===== config.mk =====
export PLATFORM = sky130hd
export DESIGN_NAME = obd_elm_response_parser_core
export DESIGN_NICKNAME = d
export VERILOG_FILES = /design/src/obd_erp_pkg.sv /design/src/obd_elm_response_parser_core.sv
export SDC_FILE = /design/constraint.sdc
export NUM_CORES = 1
export LEC_CHECK = 0
export BUFFER_PORTS_ARGS = -buffer_cell sky130_fd_sc_hd__buf_2
export CAP_MARGIN = 15
export CELL_PAD_IN_SITES_DETAIL_PLACEMENT = 0
export CELL_PAD_IN_SITES_GLOBAL_PLACEMENT = 1
export CORE_MARGIN = 2
export CORE_UTILIZATION = 45
export CTS_CLUSTER_DIAMETER = 50
export CTS_CLUSTER_SIZE = 8
export DETAILED_ROUTE_END_ITERATION = 10
export PLACE_DENSITY_LB_ADDON = 0.3
export SYNTH_ARGS = -nofsm -noshare
export SYNTH_HDL_FRONTEND = slang
export SYNTH_SLANG_ARGS = --single-unit

===== constraint.sdc =====
create_clock -name i_clk -period 7.67 [get_ports i_clk]
set_input_delay 2.301 -clock i_clk [delete_from_list [all_inputs] [get_ports i_clk]]
set_output_delay 2.301 -clock i_clk [all_outputs]
set_load 0.05 [all_outputs]

===== src/obd_erp_pkg.sv =====
// ----------------------------------------------------------------------------
// obd_erp_pkg
// Shared types, codes and helper functions for the adapter response parser.
// ----------------------------------------------------------------------------
package obd_erp_pkg;

    typedef enum logic [2:0] {
        KIND_SPEED   = 3'd0,
        KIND_RPM     = 3'd1,
        KIND_COOLANT = 3'd2,
        KIND_BATTERY = 3'd3,
        KIND_ERROR   = 3'd4
    } t_reading_kind;

    typedef struct packed {
        logic       valid;
        logic [3:0] value;
    } t_hex_digit;

    localparam logic [7:0] CHAR_CR    = 8'h0D;
    localparam logic [7:0] CHAR_LF    = 8'h0A;
    localparam logic [7:0] CHAR_SPACE = 8'h20;
    localparam logic [7:0] CHAR_E     = 8'h45;

    localparam logic [7:0] MODE01_REPLY = 8'h41;
    localparam logic [7:0] PID_SPEED    = 8'h0D;
    localparam logic [7:0] PID_RPM      = 8'h0C;
    localparam logic [7:0] PID_COOLANT  = 8'h05;
    localparam logic [7:0] PID_BATTERY  = 8'h42;

    localparam logic [2:0] ERR_TEXT_LEN   = 3'd5;
    localparam logic [3:0] HEX_MAX_DIGITS = 4'd8;
    localparam logic [3:0] HEX_MIN_DIGITS = 4'd6;
    localparam logic [6:0] MIN_DECODE_LEN = 7'd4;
    localparam logic [6:0] MIN_LEN_RESET  = 7'd6;

    localparam logic [14:0] COOLANT_OFFSET = 15'd40;
    localparam logic [16:0] BATT_ROUND     = 17'd50;
    // floor(x/100) == (x * 83887) >> 23 for every x below 91180
    // (the battery sum never exceeds 65585)
    localparam logic [16:0] DIV100_MULT    = 17'd83887;
    localparam int          DIV100_SHIFT   = 23;

    // Character of "ERROR" at a given match position
    function automatic logic [7:0] err_char(input logic [2:0] pos);
        logic [7:0] c;
        case (pos)
            3'd0:    c = 8'h45;
            3'd1:    c = 8'h52;
            3'd2:    c = 8'h52;
            3'd3:    c = 8'h4F;
            3'd4:    c = 8'h52;
            default: c = 8'h00;
        endcase
        return c;
    endfunction

    function automatic t_hex_digit hex_decode(input logic [7:0] c);
        t_hex_digit d;
        d.valid = 1'b1;
        d.value = 4'd0;
        if (c >= 8'h30 && c <= 8'h39) begin
            d.value = 4'(c - 8'h30);
        end else if (c >= 8'h41 && c <= 8'h46) begin
            d.value = 4'(c - 8'h37);
        end else if (c >= 8'h61 && c <= 8'h66) begin
            d.value = 4'(c - 8'h57);
        end else begin
            d.valid = 1'b0;
        end
        return d;
    endfunction

endpackage


===== src/obd_elm_response_parser_core.sv =====
// Timing: a byte that ends a line is first taken into the input register, and the
//   result register then loads from its decode; an output stall can hold it between.
// Throughput: one byte per cycle unless a reading waits on a stalled full output;
//   per-byte update and line-end decode (17x17 battery divide) fit in one stage.
// Reset: synchronous, active low; clears the line state and both valid flags,
//   and sets min_line_length to 6.
// ----------------------------------------------------------------------------
// obd_elm_response_parser_core
// Byte-wide line parser for adapter text replies. Collects a line, spots
// "ERROR", gathers hex digits and decodes mode 01 speed, rpm, coolant and
// battery voltage replies into at most one reading per line.
// ----------------------------------------------------------------------------
module obd_elm_response_parser_core
    import obd_erp_pkg::*;
#(
    parameter int LINE_CAPACITY = 80
) (
    input  logic               i_clk,
    input  logic               i_rst_n,
    // byte input channel
    input  logic               i_in_valid,
    output logic               o_in_stall,
    input  logic [7:0]         i_rx_byte,
    // reading output channel
    output logic               o_out_valid,
    input  logic               i_out_stall,
    output logic [2:0]         o_reading_kind,
    output logic signed [14:0] o_reading_value,
    // configuration write channel (min_line_length)
    input  logic               i_cfg_valid,
    output logic               o_cfg_ready,
    input  logic [6:0]         i_cfg_data
);

    // line_length holds 0 .. LINE_CAPACITY-1
    localparam int LEN_W = $clog2(LINE_CAPACITY);
    localparam int CMP_W = LEN_W + 7;
    localparam logic [LEN_W-1:0] LEN_LIMIT = LEN_W'(LINE_CAPACITY - 1);

    // ------------------------------------------------------------------
    // Registers
    // ------------------------------------------------------------------
    logic             r_in_valid;
    logic [7:0]       r_in_byte;

    logic [6:0]       r_min_len;

    logic [LEN_W-1:0] r_line_len,     n_line_len;
    logic [3:0]       r_hex_count,    n_hex_count;
    logic [31:0]      r_hex_nibbles,  n_hex_nibbles;
    logic [2:0]       r_err_progress, n_err_progress;
    logic             r_err_seen,     n_err_seen;

    logic             r_out_valid;
    t_reading_kind    r_out_kind;
    logic [14:0]      r_out_value;

    // ------------------------------------------------------------------
    // Handshake. The decode stage moves on unless it holds a reading
    // and the result register is full and stalled.
    // ------------------------------------------------------------------
    logic          out_free;
    logic          advance;
    logic          is_eol;
    logic          res_valid;
    t_reading_kind res_kind;
    logic [14:0]   res_value;

    assign out_free   = !r_out_valid || !i_out_stall;
    assign advance    = r_in_valid && (!res_valid || out_free);
    assign o_in_stall = r_in_valid && !advance;
    assign o_cfg_ready = 1'b1;

    assign o_out_valid     = r_out_valid;
    assign o_reading_kind  = r_out_kind;
    assign o_reading_value = r_out_value;

    always_ff @(posedge i_clk) begin
        if (!i_rst_n) begin
            r_in_valid <= 1'b0;
        end else if (!o_in_stall) begin
            r_in_valid <= i_in_valid;
        end
    end

    always_ff @(posedge i_clk) begin
        if (i_in_valid && !o_in_stall) begin
            r_in_byte <= i_rx_byte;
        end
    end

    always_ff @(posedge i_clk) begin
        if (!i_rst_n) begin
            r_min_len <= MIN_LEN_RESET;
        end else if (i_cfg_valid && o_cfg_ready) begin
            r_min_len <= i_cfg_data;
        end
    end

    // ------------------------------------------------------------------
    // Line-end decode, from the state the line has built so far
    // ------------------------------------------------------------------
    logic [7:0]  hdr_byte, pid_byte, a_byte, b_byte;
    logic        len_ok;
    logic [16:0] batt_sum;
    logic [33:0] batt_prod;

    assign hdr_byte = r_hex_nibbles[31:24];
    assign pid_byte = r_hex_nibbles[23:16];
    assign a_byte   = r_hex_nibbles[15:8];
    assign b_byte   = r_hex_nibbles[7:0];

    assign is_eol = (r_in_byte == CHAR_CR) || (r_in_byte == CHAR_LF);

    assign len_ok = ({{7{1'b0}}, r_line_len} >= {{LEN_W{1'b0}}, r_min_len})
                 && ({{7{1'b0}}, r_line_len} >= {{LEN_W{1'b0}}, MIN_DECODE_LEN});

    // (256*A + B + 50) / 100 by reciprocal multiply
    assign batt_sum  = {1'b0, a_byte, b_byte} + BATT_ROUND;
    assign batt_prod = batt_sum * DIV100_MULT;

    always_comb begin
        res_valid = 1'b0;
        res_kind  = KIND_ERROR;
        res_value = 15'd0;
        if (r_in_valid && is_eol && len_ok) begin
            if (r_err_seen) begin
                res_valid = 1'b1;
            end else if (r_hex_count >= HEX_MIN_DIGITS && hdr_byte == MODE01_REPLY) begin
                case (pid_byte)
                    PID_SPEED: begin
                        res_valid = 1'b1;
                        res_kind  = KIND_SPEED;
                        res_value = {7'd0, a_byte};
                    end
                    PID_RPM: begin
                        res_valid = (r_hex_count >= HEX_MAX_DIGITS);
                        res_kind  = KIND_RPM;
                        res_value = {1'b0, a_byte, b_byte[7:2]};
                    end
                    PID_COOLANT: begin
                        res_valid = 1'b1;
                        res_kind  = KIND_COOLANT;
                        res_value = {7'd0, a_byte} - COOLANT_OFFSET;
                    end
                    PID_BATTERY: begin
                        res_valid = (r_hex_count >= HEX_MAX_DIGITS);
                        res_kind  = KIND_BATTERY;
                        res_value = {4'd0, batt_prod[33:DIV100_SHIFT]};
                    end
                    default: begin
                        res_valid = 1'b0;
                    end
                endcase
            end
        end
    end

    // ------------------------------------------------------------------
    // Per-byte line state update
    // ------------------------------------------------------------------
    t_hex_digit hex_d;
    logic       keep;
    logic       err_match;
    logic [2:0] err_next;
    logic [4:0] nib_lsb;

    assign hex_d     = hex_decode(r_in_byte);
    assign keep      = (r_in_byte >= CHAR_SPACE) && (r_line_len < LEN_LIMIT);
    assign err_match = (r_err_progress < ERR_TEXT_LEN)
                    && (r_in_byte == err_char(r_err_progress));
    assign err_next  = err_match ? r_err_progress + 3'd1
                     : ((r_in_byte == CHAR_E) ? 3'd1 : 3'd0);
    // first digit lands in bits 31..28
    assign nib_lsb   = {3'd7 - r_hex_count[2:0], 2'b00};

    always_comb begin
        n_line_len     = r_line_len;
        n_hex_count    = r_hex_count;
        n_hex_nibbles  = r_hex_nibbles;
        n_err_progress = r_err_progress;
        n_err_seen     = r_err_seen;
        if (is_eol) begin
            // every line end starts a fresh line
            n_line_len     = '0;
            n_hex_count    = 4'd0;
            n_hex_nibbles  = 32'd0;
            n_err_progress = 3'd0;
            n_err_seen     = 1'b0;
        end else if (keep) begin
            n_line_len = r_line_len + LEN_W'(1);
            if (!r_err_seen) begin
                if (err_next == ERR_TEXT_LEN) begin
                    n_err_seen     = 1'b1;
                    n_err_progress = 3'd0;
                end else begin
                    n_err_progress = err_next;
                end
            end
            if (hex_d.valid && r_hex_count < HEX_MAX_DIGITS) begin
                n_hex_nibbles[nib_lsb +: 4] = hex_d.value;
                n_hex_count = r_hex_count + 4'd1;
            end
        end
    end

    always_ff @(posedge i_clk) begin
        if (!i_rst_n) begin
            r_line_len     <= '0;
            r_hex_count    <= 4'd0;
            r_hex_nibbles  <= 32'd0;
            r_err_progress <= 3'd0;
            r_err_seen     <= 1'b0;
        end else if (advance) begin
            r_line_len     <= n_line_len;
            r_hex_count    <= n_hex_count;
            r_hex_nibbles  <= n_hex_nibbles;
            r_err_progress <= n_err_progress;
            r_err_seen     <= n_err_seen;
        end
    end

    // ------------------------------------------------------------------
    // Result register
    // ------------------------------------------------------------------
    always_ff @(posedge i_clk) begin
        if (!i_rst_n) begin
            r_out_valid <= 1'b0;
        end else if (advance && res_valid) begin
            r_out_valid <= 1'b1;
        end else if (!i_out_stall) begin
            r_out_valid <= 1'b0;
        end
    end

    always_ff @(posedge i_clk) begin
        if (advance && res_valid) begin
            r_out_kind  <= res_kind;
            r_out_value <= res_value;
        end
    end

`ifndef SYNTHESIS
    // error readings always carry a zero value
    a_err_value_zero: assert property (@(posedge i_clk) disable iff (!i_rst_n)
        (r_out_valid && r_out_kind == KIND_ERROR) |-> (r_out_value == 15'd0))
        else $error("error reading with nonzero value");

    // digit count saturates at eight
    a_hex_count_max: assert property (@(posedge i_clk) disable iff (!i_rst_n)
        r_hex_count <= HEX_MAX_DIGITS)
        else $error("hex digit count overflow");

    // match progress restarts once the full text is seen
    a_err_progress_max: assert property (@(posedge i_clk) disable iff (!i_rst_n)
        r_err_progress < ERR_TEXT_LEN)
        else $error("error match progress out of range");

    // a processed line end leaves an empty line
    a_eol_clears: assert property (@(posedge i_clk) disable iff (!i_rst_n)
        (advance && is_eol) |=> (r_line_len == '0 && r_hex_count == 4'd0 && !r_err_seen))
        else $error("line state not cleared at line end");

    // a stalled reading is never overwritten
    a_no_overwrite: assert property (@(posedge i_clk) disable iff (!i_rst_n)
        (r_out_valid && i_out_stall) |-> !(advance && res_valid))
        else $error("result register overwritten while stalled");
`endif

endmodule

# Word level (Yosys, flattened, before mapping)
# Cells that the tools add are included.
# word_totals
ramBits,0
ff_bits,82
word_cells,122
inputBits,20
output_inout_bits,21
rom_bits,0
latchBits,0
mem_count,0
# op_classes
n_div,0
eq_ne,16
n_mul,1
n_addsub,10
n_bitwise,2
n_mux,34
shifts,2
magnitude_cmp,14
reduce_logical,32
# ops
operator,count
2-to-1 mux 32 bit,3
one-hot mux 15 bit (4 select lines),1
"multiplier 17 x 17 -> 34 bit, second input constant",1
bitwise mux 32 bit,1
"== test 8 x 4 -> 1 bit, second input constant",4
"variable shift 4 x 7 -> 32 bit, first input constant",1
variable part select 4 x 7 -> 32 bit,1
"== test 8 x 7 -> 1 bit, second input constant",3
2-to-1 mux 4 bit,6
one-hot mux 7 bit (3 select lines),1
"adder 16 x 6 -> 17 bit, second input constant",1
"greater-or-equal comparator 8 x 6 -> 1 bit, second input constant",2
"greater-or-equal comparator 8 x 7 -> 1 bit, second input constant",2
"<= comparator 8 x 7 -> 1 bit, second input constant",2
2-to-1 mux 3 bit,5
logical AND 1 bit,14
2-to-1 mux 7 bit,2
2-to-1 mux 1 bit,13
one-hot mux 3 bit (4 select lines),1
"subtractor 8 x 6 -> 9 bit, second input constant",1
"== test 8 x 3 -> 1 bit, second input constant",1
== test 8 x 7 -> 1 bit,1
"<= comparator 8 x 6 -> 1 bit, second input constant",1
"subtractor 4 x 3 -> 4 bit, second input constant",2
other kinds (27),41

# Longest topological paths before layout
# Gate-level depths: netlist (run 1).
# logic_depth
depth_word,13
depth_mapped,28
ltp_nobuf,28

# Least setup slack after synthesis (run 1)
# No wires, ideal clock.
# synth_path
path_type,register -> register
startpoint,reg r_hex_nibbles[1]
endpoint,reg r_out_value[9] (netlist: o_reading_value[9]) (data pin)
arrival_time_ns,7.096
path_buffers,1
slack_ns,0.307
setup_time_ns,0.267
t_required_ns,7.403
synth_period_minus_slack_ns,7.363
stages_incl_launch_ff,26
cell_sequence,dfxtp_1 > clkbuf_1 > nand3_1 > nor3b_1 > nor4_1 > and3_1 > xor2_1 > ha_1 > fa_1 > inv_1 > fa_1 > inv_1 > fa_1 > fa_1 > inv_1 > fa_1 > inv_1 > ha_1 > a21oi_1 > o21ai_0 > a221oi_1 > a21boi_0 > a311o_1 > a2111o_1 > nand3_1 > a31oi_1
# synth_between
elab_chain_len,3
# synth_rtl
item,line_no,text
from (decl),obd_elm_response_parser_core.sv:50,"logic [31:0] r_hex_nibbles, n_hex_nibbles;"
from (signal assigned),obd_elm_response_parser_core.sv:217,r_hex_nibbles <= n_hex_nibbles;
adder 16 x 6 -> 17 bit,obd_elm_response_parser_core.sv:119,"assign batt_sum = {1'b0, a_byte, b_byte} + BATT_ROUND;"
multiplier 17 x 17 -> 34 bit,obd_elm_response_parser_core.sv:120,assign batt_prod = batt_sum * DIV100_MULT;
one-hot mux 15 bit (4 select lines),obd_elm_response_parser_core.sv:130,case (pid_byte)
to (signal assigned),obd_elm_response_parser_core.sv:239,r_out_value <= res_value;
to (decl),obd_elm_response_parser_core.sv:56,logic [14:0] r_out_value;
# Every way passes these cells.
# A chain may end at the register's enable or synchronous reset.

# Worst setup path after layout (run 1)
# layout_path
startpoint,reg r_hex_nibbles[2]
endpoint,reg r_out_value[9] (netlist: o_reading_value[9]) (data pin)
# Same word-level chain as after synthesis.

==> results of run 1 <==
## final cells by class
type                            count  area (um2)
Fill cell                        2175       11300
Multi-Input combinational cell    775        7370
Sequential cell                    82        1900
Inverter                          235         882
Timing Repair Buffer               62         368
Tap cell                          285         357
Clock buffer                        9         225
Clock inverter                      7        52.6
## Yosys cell counts (all sizes together) (8+ instances only)
| library cell | number | area (um2) |
|---|---|---|
| buf | 9 | 51.3 |
| edfxtp | 26 | 781 |
| o22ai | 28 | 175 |
| nor2 | 64 | 240 |
| nor2b | 14 | 87.6 |
| ha | 178 | 2230 |
| and2 | 8 | 50.1 |
| nand2 | 83 | 312 |
| inv | 235 | 882 |
| xnor2 | 30 | 263 |
| nand3 | 23 | 115 |
| nor3 | 13 | 65.1 |
| dfxtp | 56 | 1120 |
| fa | 105 | 2100 |
| nand4 | 10 | 62.6 |
| xor2 | 26 | 228 |
| a21o | 14 | 105 |
| clkbuf | 21 | 78.8 |
| a21oi | 40 | 219 |
| o21ai | 23 | 119 |
## through the flow
step                util, %  setup WS [ns]  cell area [um2]  cells
floorplan                 -          0.307            10200   1122
global placement       48.1          0.180            10800   1437
detailed placement     48.1          0.137            10800   1437
CTS                    49.3          0.127            11100   1453
global route           49.6         0.0186            11200   1455
finish                 49.6          0.452            11200   1455
## sequential cells by signal (all words and copies together), names as in the netlist
name and cells:
o_out_valid 1, o_reading_kind 3, o_reading_value 15, r_err_progress 3
r_err_seen 1, r_hex_count 4, r_hex_nibbles 32, r_in_byte 8
r_in_valid 1, r_line_len 7, r_min_len 7
## logic make-up after synthesis
| logic type | share of synthesized area (%) |
|---|---|
| fa+ha+maj | 42.3 |
| simple gates | 12.8 |
| buf+inv | 9.88 |
| compound gates | 10.9 |
| flops | 18.6 |
| xor+xnor | 4.79 |
| mux | 0.794 |
| other cells | 0.0366 |
## report_power, final
| group | switching [W] | leakage [nW] | internal [W] |
|---|---|---|---|
| sequential | 0.00000937 | 0.735 | 0.000453 |
| clock | 0.000184 | 0.129 | 0.000221 |
| combinational | 0.0000279 | 4.81 | 0.0000183 |
## per-layer routing
layer / wire (um) / vias to the layer above / GRT usage (%)
met4: 482 / 0 / 5.16
met2: 11700 / 92 / 36.4
met3: 396 / 31 / 1.81
met5: 0 / - / 0
li1: - / 3777 / -
met1: 10900 / 3649 / 27.2
## repair_timing
| item | CTS | global route |
|---|---|---|
| gates resized for setup | 0 | 6 |
| setup buffers | 0 | 2 |
| hold buffers | 0 | 0 |
| endpoints found under the setup margin | 0 | 8 |
| endpoints found under the hold margin | 0 | 0 |
## worst paths after layout
check,from,endpoint,slack [ns],cells past startpoint
max,r_hex_nibbles[2],o_reading_value[9],0.45,26
min,r_hex_nibbles[30],r_hex_nibbles[30],0.46,2
max reg2reg,r_hex_nibbles[2],o_reading_value[9],0.45,26
min reg2reg,r_hex_nibbles[30],r_hex_nibbles[30],0.46,2
## worst max-delay path, delay by kind of cell, from the launching register on
family	cells	cell delay, ns
flops	1	0.38
xor+xnor	1	0.27
fa+ha+maj	8	3.32
simple gates	5	0.97
buf+inv	4	0.19
compound gates	8	1.81
==> impl_metrics.env, run 1 <==
export IMPL_core_region_area_mm2=0.0225
export IMPL_drt_wl_total_um=23400
export IMPL_dpl_hpwl_um=19800
export IMPL_htreeDepth=3
export IMPL_drive_above_1_share_pct=8.80
export IMPL_fmax_ghz=0.139
export IMPL_hold_viol_final=0
export IMPL_die_area_mm2=0.0240
export IMPL_drt_iter0_drc=389
export IMPL_cts_root_buf="clkbuf_16"
export IMPL_antenna_found_initial=0
export IMPL_nets=1468
export IMPL_worstMarginPinSlew_ns=0.990
export IMPL_ys_ff_latch=82
export IMPL_maxSlewViolCount=0
export IMPL_crit_fanout=5
export IMPL_cts_num_sinks=82
export IMPL_critical_path_required_ns=7.75
export IMPL_die_height_um=155
export IMPL_ant_nets=0
export IMPL_finalSetupTns_ns=0
export IMPL_async_flop_share_pct=0
export IMPL_netlist_area_mm2=0.0102
export IMPL_clock_skew_ns=0.0121
export IMPL_vias=7549
export IMPL_cts_tree="done"
export IMPL_critPathSlowestCell="fa_1"
export IMPL_start_kind="flip-flop"
export IMPL_end_kind="flip-flop"
export IMPL_p_leak_nw=5.67
export IMPL_synth_nets=1425
export IMPL_hold_class="reg -> reg"
export IMPL_wl_per_cell_um=16.1
export IMPL_num_antenna_cells=0
export IMPL_grt_max_degree=59
export IMPL_ir_worst_vdd_mv=0.116
export IMPL_numPortBuffers=39
export IMPL_clock_path_buffers=2
export IMPL_synthToLayoutAreaGrowth_pct=8.90
export IMPL_power_w=0.000913
export IMPL_viasPerCell=5.19
export IMPL_final_cell_mix="inv_1, ha_1, fa_1, nand2_1, nor2_1"
export IMPL_critical_path_class="reg -> reg"
export IMPL_status="complete, no violations"
export IMPL_firstDrtPassIters=4
export IMPL_seq_area_frac_synth_pct=18.6
export IMPL_cts_made_buffers=9
export IMPL_drc=0
export IMPL_synth_warnings=0
export IMPL_powerDensity_mw_per_mm2=81.9
export IMPL_insertion_delay_ns=0.34
export IMPL_max_cap_viol_count=0
export IMPL_gp_congestion=0.935
export IMPL_synth_cell_type_count=68
export IMPL_avgSynthCellArea_um2=9.13
export IMPL_ys_flop_type="dfxtp_1"
export IMPL_grt_pass1_vias=7756
export IMPL_relSlewSlack_pct=34.0
export IMPL_die_w_um=155
export IMPL_io_pins=41
export IMPL_grt_usage_pct=20.6
export IMPL_rows=55
export IMPL_final_period_utilization_pct=94.1
export IMPL_cpMostUsedCell="fa_1"
export IMPL_holdWs_ns=0.464
export IMPL_setup_viol=0
export IMPL_synth_edf_count=26
export IMPL_postSynthCellCount=1122
export IMPL_grt_pass1_wl_um=39300
export IMPL_layout_min_cycle_time_ns=7.22
export IMPL_final_common_cell="inv_1"
export IMPL_cpPeakStageDelay_ns=0.54
export IMPL_critPathArrivalTime_ns=7.30
export IMPL_path_clk_slew_ns=0.07
export IMPL_rsz0062_at_grt="false"
export IMPL_initial_utilization_pct=45.5
export IMPL_gr_total_overflow=0
(Power assumes the default switching activity.)
==> inputs of run 2 (changes only) <==
--- a/config.mk
+++ b/config.mk
@@ -7,10 +7,8 @@
 export LEC_CHECK = 0
 export BUFFER_PORTS_ARGS = -buffer_cell sky130_fd_sc_hd__buf_2
 export CAP_MARGIN = 15
-export CELL_PAD_IN_SITES_DETAIL_PLACEMENT = 0
-export CELL_PAD_IN_SITES_GLOBAL_PLACEMENT = 1
 export CORE_MARGIN = 2
-export CORE_UTILIZATION = 45
+export CORE_UTILIZATION = 58
 export CTS_CLUSTER_DIAMETER = 50
 export CTS_CLUSTER_SIZE = 8
 export DETAILED_ROUTE_END_ITERATION = 10
==> impl_metrics.env, run 2 (synthesis gave the netlist of run 1 again) <==
export IMPL_antenna_found_initial=0
export IMPL_maxSlewViolCount=0
export IMPL_post_cts_buffers=0
export IMPL_final_common_cell="inv_1"
export IMPL_grt_usage_pct=26.3
export IMPL_pre_cts_ws_ns=0.218
export IMPL_cts_root_buf="clkbuf_16"
export IMPL_synthToLayoutAreaGrowth_pct=8.86
export IMPL_gr_total_overflow=0
export IMPL_wl_per_cell_um=16.6
export IMPL_path_clk_slew_ns=0.07
export IMPL_drc=0
export IMPL_grt_pass1_vias=7929
export IMPL_cts_num_sinks=82
export IMPL_critical_path_class="reg -> reg"
export IMPL_cts_tree="done"
export IMPL_critPathArrivalTime_ns=7.33
export IMPL_numPortBuffers=39
export IMPL_initial_utilization_pct=59.2
export IMPL_core_region_area_mm2=0.0173
export IMPL_final_period_utilization_pct=94.4
export IMPL_ir_worst_vdd_mv=0.151
export IMPL_grt_pass1_wl_um=38200
export IMPL_fmax_ghz=0.138
export IMPL_crit_fanout=8
export IMPL_status="complete, no violations"
export IMPL_hold_viol_final=0
export IMPL_firstDrtPassIters=5
export IMPL_worstMarginPinSlew_ns=0.988
export IMPL_finalSetupTns_ns=0
export IMPL_viasPerCell=5.58
export IMPL_final_cell_mix="inv_1, ha_1, fa_1, nand2_1, nor2_1"
export IMPL_drive_above_1_share_pct=8.57
export IMPL_cts_hold_buf=0
export IMPL_drt_iter0_drc=571
export IMPL_nFillCells=1427
export IMPL_num_antenna_cells=0
export IMPL_clock_skew_ns=0.0106
export IMPL_multi_input_area_mm2=0.00737
export IMPL_insertion_delay_ns=0.35
export IMPL_setup_viol=0
export IMPL_powerDensity_mw_per_mm2=92.7
export IMPL_cts_made_buffers=9
export IMPL_rsz0062_at_grt="false"
export IMPL_p_leak_nw=5.70
export IMPL_critical_path_required_ns=7.76
export IMPL_hold_start="r_hex_nibbles[31]"
export IMPL_register_area_mm2=0.00190
export IMPL_start_kind="flip-flop"
export IMPL_startpoint="r_hex_nibbles[3]"
export IMPL_dpl_hpwl_um=19300
export IMPL_top_register="r_hex_nibbles"
export IMPL_drt_wl_total_um=23100
export IMPL_clock_path_buffers=2
export IMPL_rows=48
export IMPL_htreeDepth=3
export IMPL_grt_max_degree=59
export IMPL_vias=7762
export IMPL_r2r_start="r_hex_nibbles[3]"
export IMPL_max_cap_viol_count=0
export IMPL_ant_nets=0
export IMPL_die_height_um=137
export IMPL_io_pins=41
export IMPL_gp_congestion=0.953
export IMPL_relSlewSlack_pct=34.2
export IMPL_end_kind="flip-flop"
export IMPL_largest_register_ffs=32
export IMPL_die_area_mm2=0.0187
export IMPL_layout_setup_ws_ns=0.431
export IMPL_die_w_um=137
export IMPL_hold_class="reg -> reg"
export IMPL_layout_min_cycle_time_ns=7.24
export IMPL_nets=1465
-- run 2: stage by stage --
| step | total power (W) | instance area (um2) | instances | hold WS (ns) | util [%] |
|---|---|---|---|---|---|
| floorplan | 0.000504 | 10200 | 1122 | 0.441 | - |
| global placement | 0.000517 | 10700 | 1376 | 0.451 | 62.1 |
| detailed placement | 0.000519 | 10700 | 1376 | 0.457 | 62.1 |
| CTS | 0.00104 | 11100 | 1392 | 0.465 | 64.2 |
| global route | 0.00106 | 11100 | 1392 | 0.485 | 64.5 |
| finish | 0.00103 | 11100 | 1392 | 0.463 | 64.5 |
-- run 2: where the power goes --
group / internal, W / total [W] / switching (W)
Combinational: 0.0000185 / 0.0000467 / 0.0000282
Sequential: 0.000453 / 0.000463 / 0.00000930
Clock: 0.000348 / 0.000524 / 0.000176
Total: 0.000820 / 0.00103 / 0.000214
-- run 2: worst max-delay path, stage by stage (launching register included) --
cell	delay, ns
dfxtp_1	0.37
nand3_1	0.14
nor3b_1	0.49
nor2_1	0.21
nand3_1	0.14
xor2_1	0.14
buf_4	0.19
xnor2_1	0.10
ha_1	0.20
or2_2	0.30
ha_1	0.28
inv_1	0.05
fa_1	0.51
inv_1	0.07
fa_1	0.51
fa_1	0.55
inv_1	0.06
fa_1	0.53
inv_1	0.04
ha_1	0.29
and4_1	0.22
a221oi_2	0.35
a21boi_0	0.21
a311o_1	0.45
a2111o_1	0.39
nand3_1	0.09
a31oi_1	0.08
-- run 2: path summary, 6_finish.rpt --
kind                        endpoint  slack, ns  cells after the start
setup / recovery  o_reading_value[9]       0.43                     26
hold / removal     r_hex_nibbles[31]       0.46                      2
setup reg to reg  o_reading_value[9]       0.43                     26
hold reg to reg    r_hex_nibbles[31]       0.46                      2
-- run 2: area by class of cell --
| class | instances | share of cell area [%] |
|---|---|---|
| multi-input combinational | 775 | 66.1 |
| sequential | 82 | 17.1 |
| inverter | 235 | 7.91 |
| timing repair buffer | 59 | 3.10 |
| tap | 225 | 2.52 |
| clock buffer | 11 | 2.37 |
| clock inverter | 5 | 0.954 |
-- run 2: routing by layer --
metal	GRT usage (%)	up-vias	part of all wire [%]
met3	3.93	54	4.8
met1	32.5	3706	42
li1	-	3782	-
met5	0	-	0
met2	46.1	220	49
met4	10.4	0	3.7
-- run 2: timing repair --
item                                   CTS  global route
gates resized for setup                  0             6
setup endpoints to repair                0             8
endpoints found under the hold margin    0             0
==> inputs of run 3 (changes only) <==
--- a/config.mk
+++ b/config.mk
@@ -13,6 +13,7 @@
 export CTS_CLUSTER_SIZE = 8
 export DETAILED_ROUTE_END_ITERATION = 10
 export PLACE_DENSITY_LB_ADDON = 0.3
+export RECOVER_POWER = 50
 export SYNTH_ARGS = -nofsm -noshare
 export SYNTH_HDL_FRONTEND = slang
 export SYNTH_SLANG_ARGS = --single-unit
==> impl_metrics.env, run 3 (synthesis gave the netlist of run 1 again) <==
export IMPL_drt_wl_total_um=23200
export IMPL_post_cts_buffers=0
export IMPL_antenna_found_initial=0
export IMPL_final_cell_mix="inv_1, ha_1, fa_1, nand2_1, nor2_1"
export IMPL_top_register="r_hex_nibbles"
export IMPL_grt_busiest_layer="met2"
export IMPL_start_kind="flip-flop"
export IMPL_ir_worst_vdd_mv=0.151
export IMPL_power_frac_comb_pct=4.5
export IMPL_setup_viol=0
export IMPL_initial_utilization_pct=59.2
export IMPL_drive_above_1_share_pct=6.77
export IMPL_worstMarginPinSlew_ns=2.35
export IMPL_critical_path_required_ns=7.76
export IMPL_cts_hold_buf=0
export IMPL_hold_class="reg -> reg"
export IMPL_max_cap_viol_count=1
export IMPL_vias=7803
export IMPL_switchingPower_w=0.000214
export IMPL_clock_path_buffers=2
export IMPL_holdWs_ns=0.464
export IMPL_insertion_delay_ns=0.35
export IMPL_dpl_hpwl_um=19300
export IMPL_met2_usage_pct=46.1
export IMPL_final_common_cell="inv_1"
export IMPL_cpPeakStageDelay_ns=0.55
export IMPL_htreeDepth=3
export IMPL_layout_setup_ws_ns=0.420
export IMPL_power_share_clock_pct=50.7
export IMPL_gp_congestion=0.953
export IMPL_post_place_cells=1376
export IMPL_rows=48
export IMPL_cts_root_buf="clkbuf_16"
export IMPL_viasPerCell=5.61
export IMPL_final_period_utilization_pct=94.5
export IMPL_die_w_um=137
export IMPL_largest_register_ffs=32
export IMPL_relSlewSlack_pct=-56.7
export IMPL_pre_cts_ws_ns=0.218
export IMPL_crit_fanout=8
export IMPL_grtUsageMet3_pct=3.93
export IMPL_finalSetupTns_ns=0
export IMPL_maxSlewViolCount=59
export IMPL_critPathSlowestCell="fa_1"
export IMPL_die_height_um=137
export IMPL_path_buf_inv=5
export IMPL_p_int_w=0.000820
export IMPL_powerDensity_mw_per_mm2=92.9
export IMPL_grt_pass1_vias=7929
export IMPL_firstDrtPassIters=5
export IMPL_cts_tree="done"
export IMPL_critPathTopFamily="adder cells"
export IMPL_grt_pass1_wl_um=38200
export IMPL_ctsResizeCount=0
export IMPL_status="complete, but fails checks"
export IMPL_end_kind="flip-flop"
export IMPL_nFillCells=1440
export IMPL_numPortBuffers=39
export IMPL_num_antenna_cells=0
export IMPL_groute_layer_met1_usage_pct=32.5
export IMPL_hold_viol_final=0
export IMPL_ant_nets=0
export IMPL_clock_skew_ns=0.0123
export IMPL_gr_total_overflow=0
export IMPL_io_pins=41
export IMPL_register_area_mm2=0.00190
export IMPL_wl_per_cell_um=16.7
export IMPL_rsz0062_at_grt="false"
export IMPL_path_clk_slew_ns=0.07
export IMPL_grt_usage_pct=26.3
export IMPL_die_area_mm2=0.0187
export IMPL_fmax_ghz=0.138
export IMPL_core_region_area_mm2=0.0173
export IMPL_drc=0
export IMPL_cts_made_buffers=9
export IMPL_p_leak_nw=5.62
export IMPL_power_frac_seq_pct=44.8
export IMPL_instances_no_fill=1392
export IMPL_switching_share_pct=20.7
export IMPL_grt_max_degree=59
export IMPL_layout_min_cycle_time_ns=7.25
export IMPL_critical_path_class="reg -> reg"
export IMPL_cts_num_sinks=82
export IMPL_multi_input_area_mm2=0.00737
export IMPL_critPathArrivalTime_ns=7.34
export IMPL_failed_checks="capacitance limit, slew limit"
export IMPL_nets=1465
export IMPL_synthToLayoutAreaGrowth_pct=8.58
export IMPL_drt_iter0_drc=553
[run 3: cell types whose count changed in the layout (fill, tap and decap cells not counted), sizes merged]
cell,change
buf,-21
clkbuf,+21
[run 3: final cells by class]
cell class / instances / area share [%]
flip-flops and latches: 82 / 17.1
clock buffers: 11 / 2.37
clock inverters: 5 / 0.956
multi-input cells: 775 / 66.3
well taps: 225 / 2.53
repair buffers: 59 / 2.85
inverters: 235 / 7.93
[run 3: routing by layer]
layer	part of all wire [%]	vias up	wire length, um
met5	0	-	0
met4	3.6	0	837
met3	4.6	56	1070
met2	49	228	11400
met1	43	3736	9850
li1	-	3783	-
[run 3: power by group through the flow]
stage          clock [W]  sequential, W  combinational [W]
6_report        0.000524       0.000463          0.0000466
5_1_grt         0.000546       0.000464          0.0000523
4_1_cts         0.000530       0.000463          0.0000469
3_5_place_dp           0       0.000472          0.0000464
3_3_place_gp           0       0.000472          0.0000447
2_1_floorplan          0       0.000468          0.0000366
[run 3: worst reg2reg max path: cells and delay by family, from the launching register on]
family,cells,cell delay (ns)
compound gates,5,1.50
xor+xnor,2,0.25
fa+ha+maj,7,2.87
buf+inv,5,0.42
flops,1,0.37
simple gates,7,1.59
[run 3: per-stage QoR]
step,utilization (%),area [um2],power (W)
floorplan,-,10200,0.000504
global placement,62.1,10700,0.000517
detailed placement,62.1,10700,0.000519
CTS,64.2,11100,0.00104
global route,64.3,11100,0.00106
finish,64.3,11100,0.00103
[run 3: worst paths after layout]
kind / depth (start not counted) / startpoint / slack (ns) / to
setup / recovery: 26 / r_hex_nibbles[3] / 0.42 / o_reading_value[9]
hold / removal: 2 / r_hex_nibbles[31] / 0.46 / r_hex_nibbles[31]
hold reg to reg: 2 / r_hex_nibbles[31] / 0.46 / r_hex_nibbles[31]
setup reg to reg: 26 / r_hex_nibbles[3] / 0.42 / o_reading_value[9]
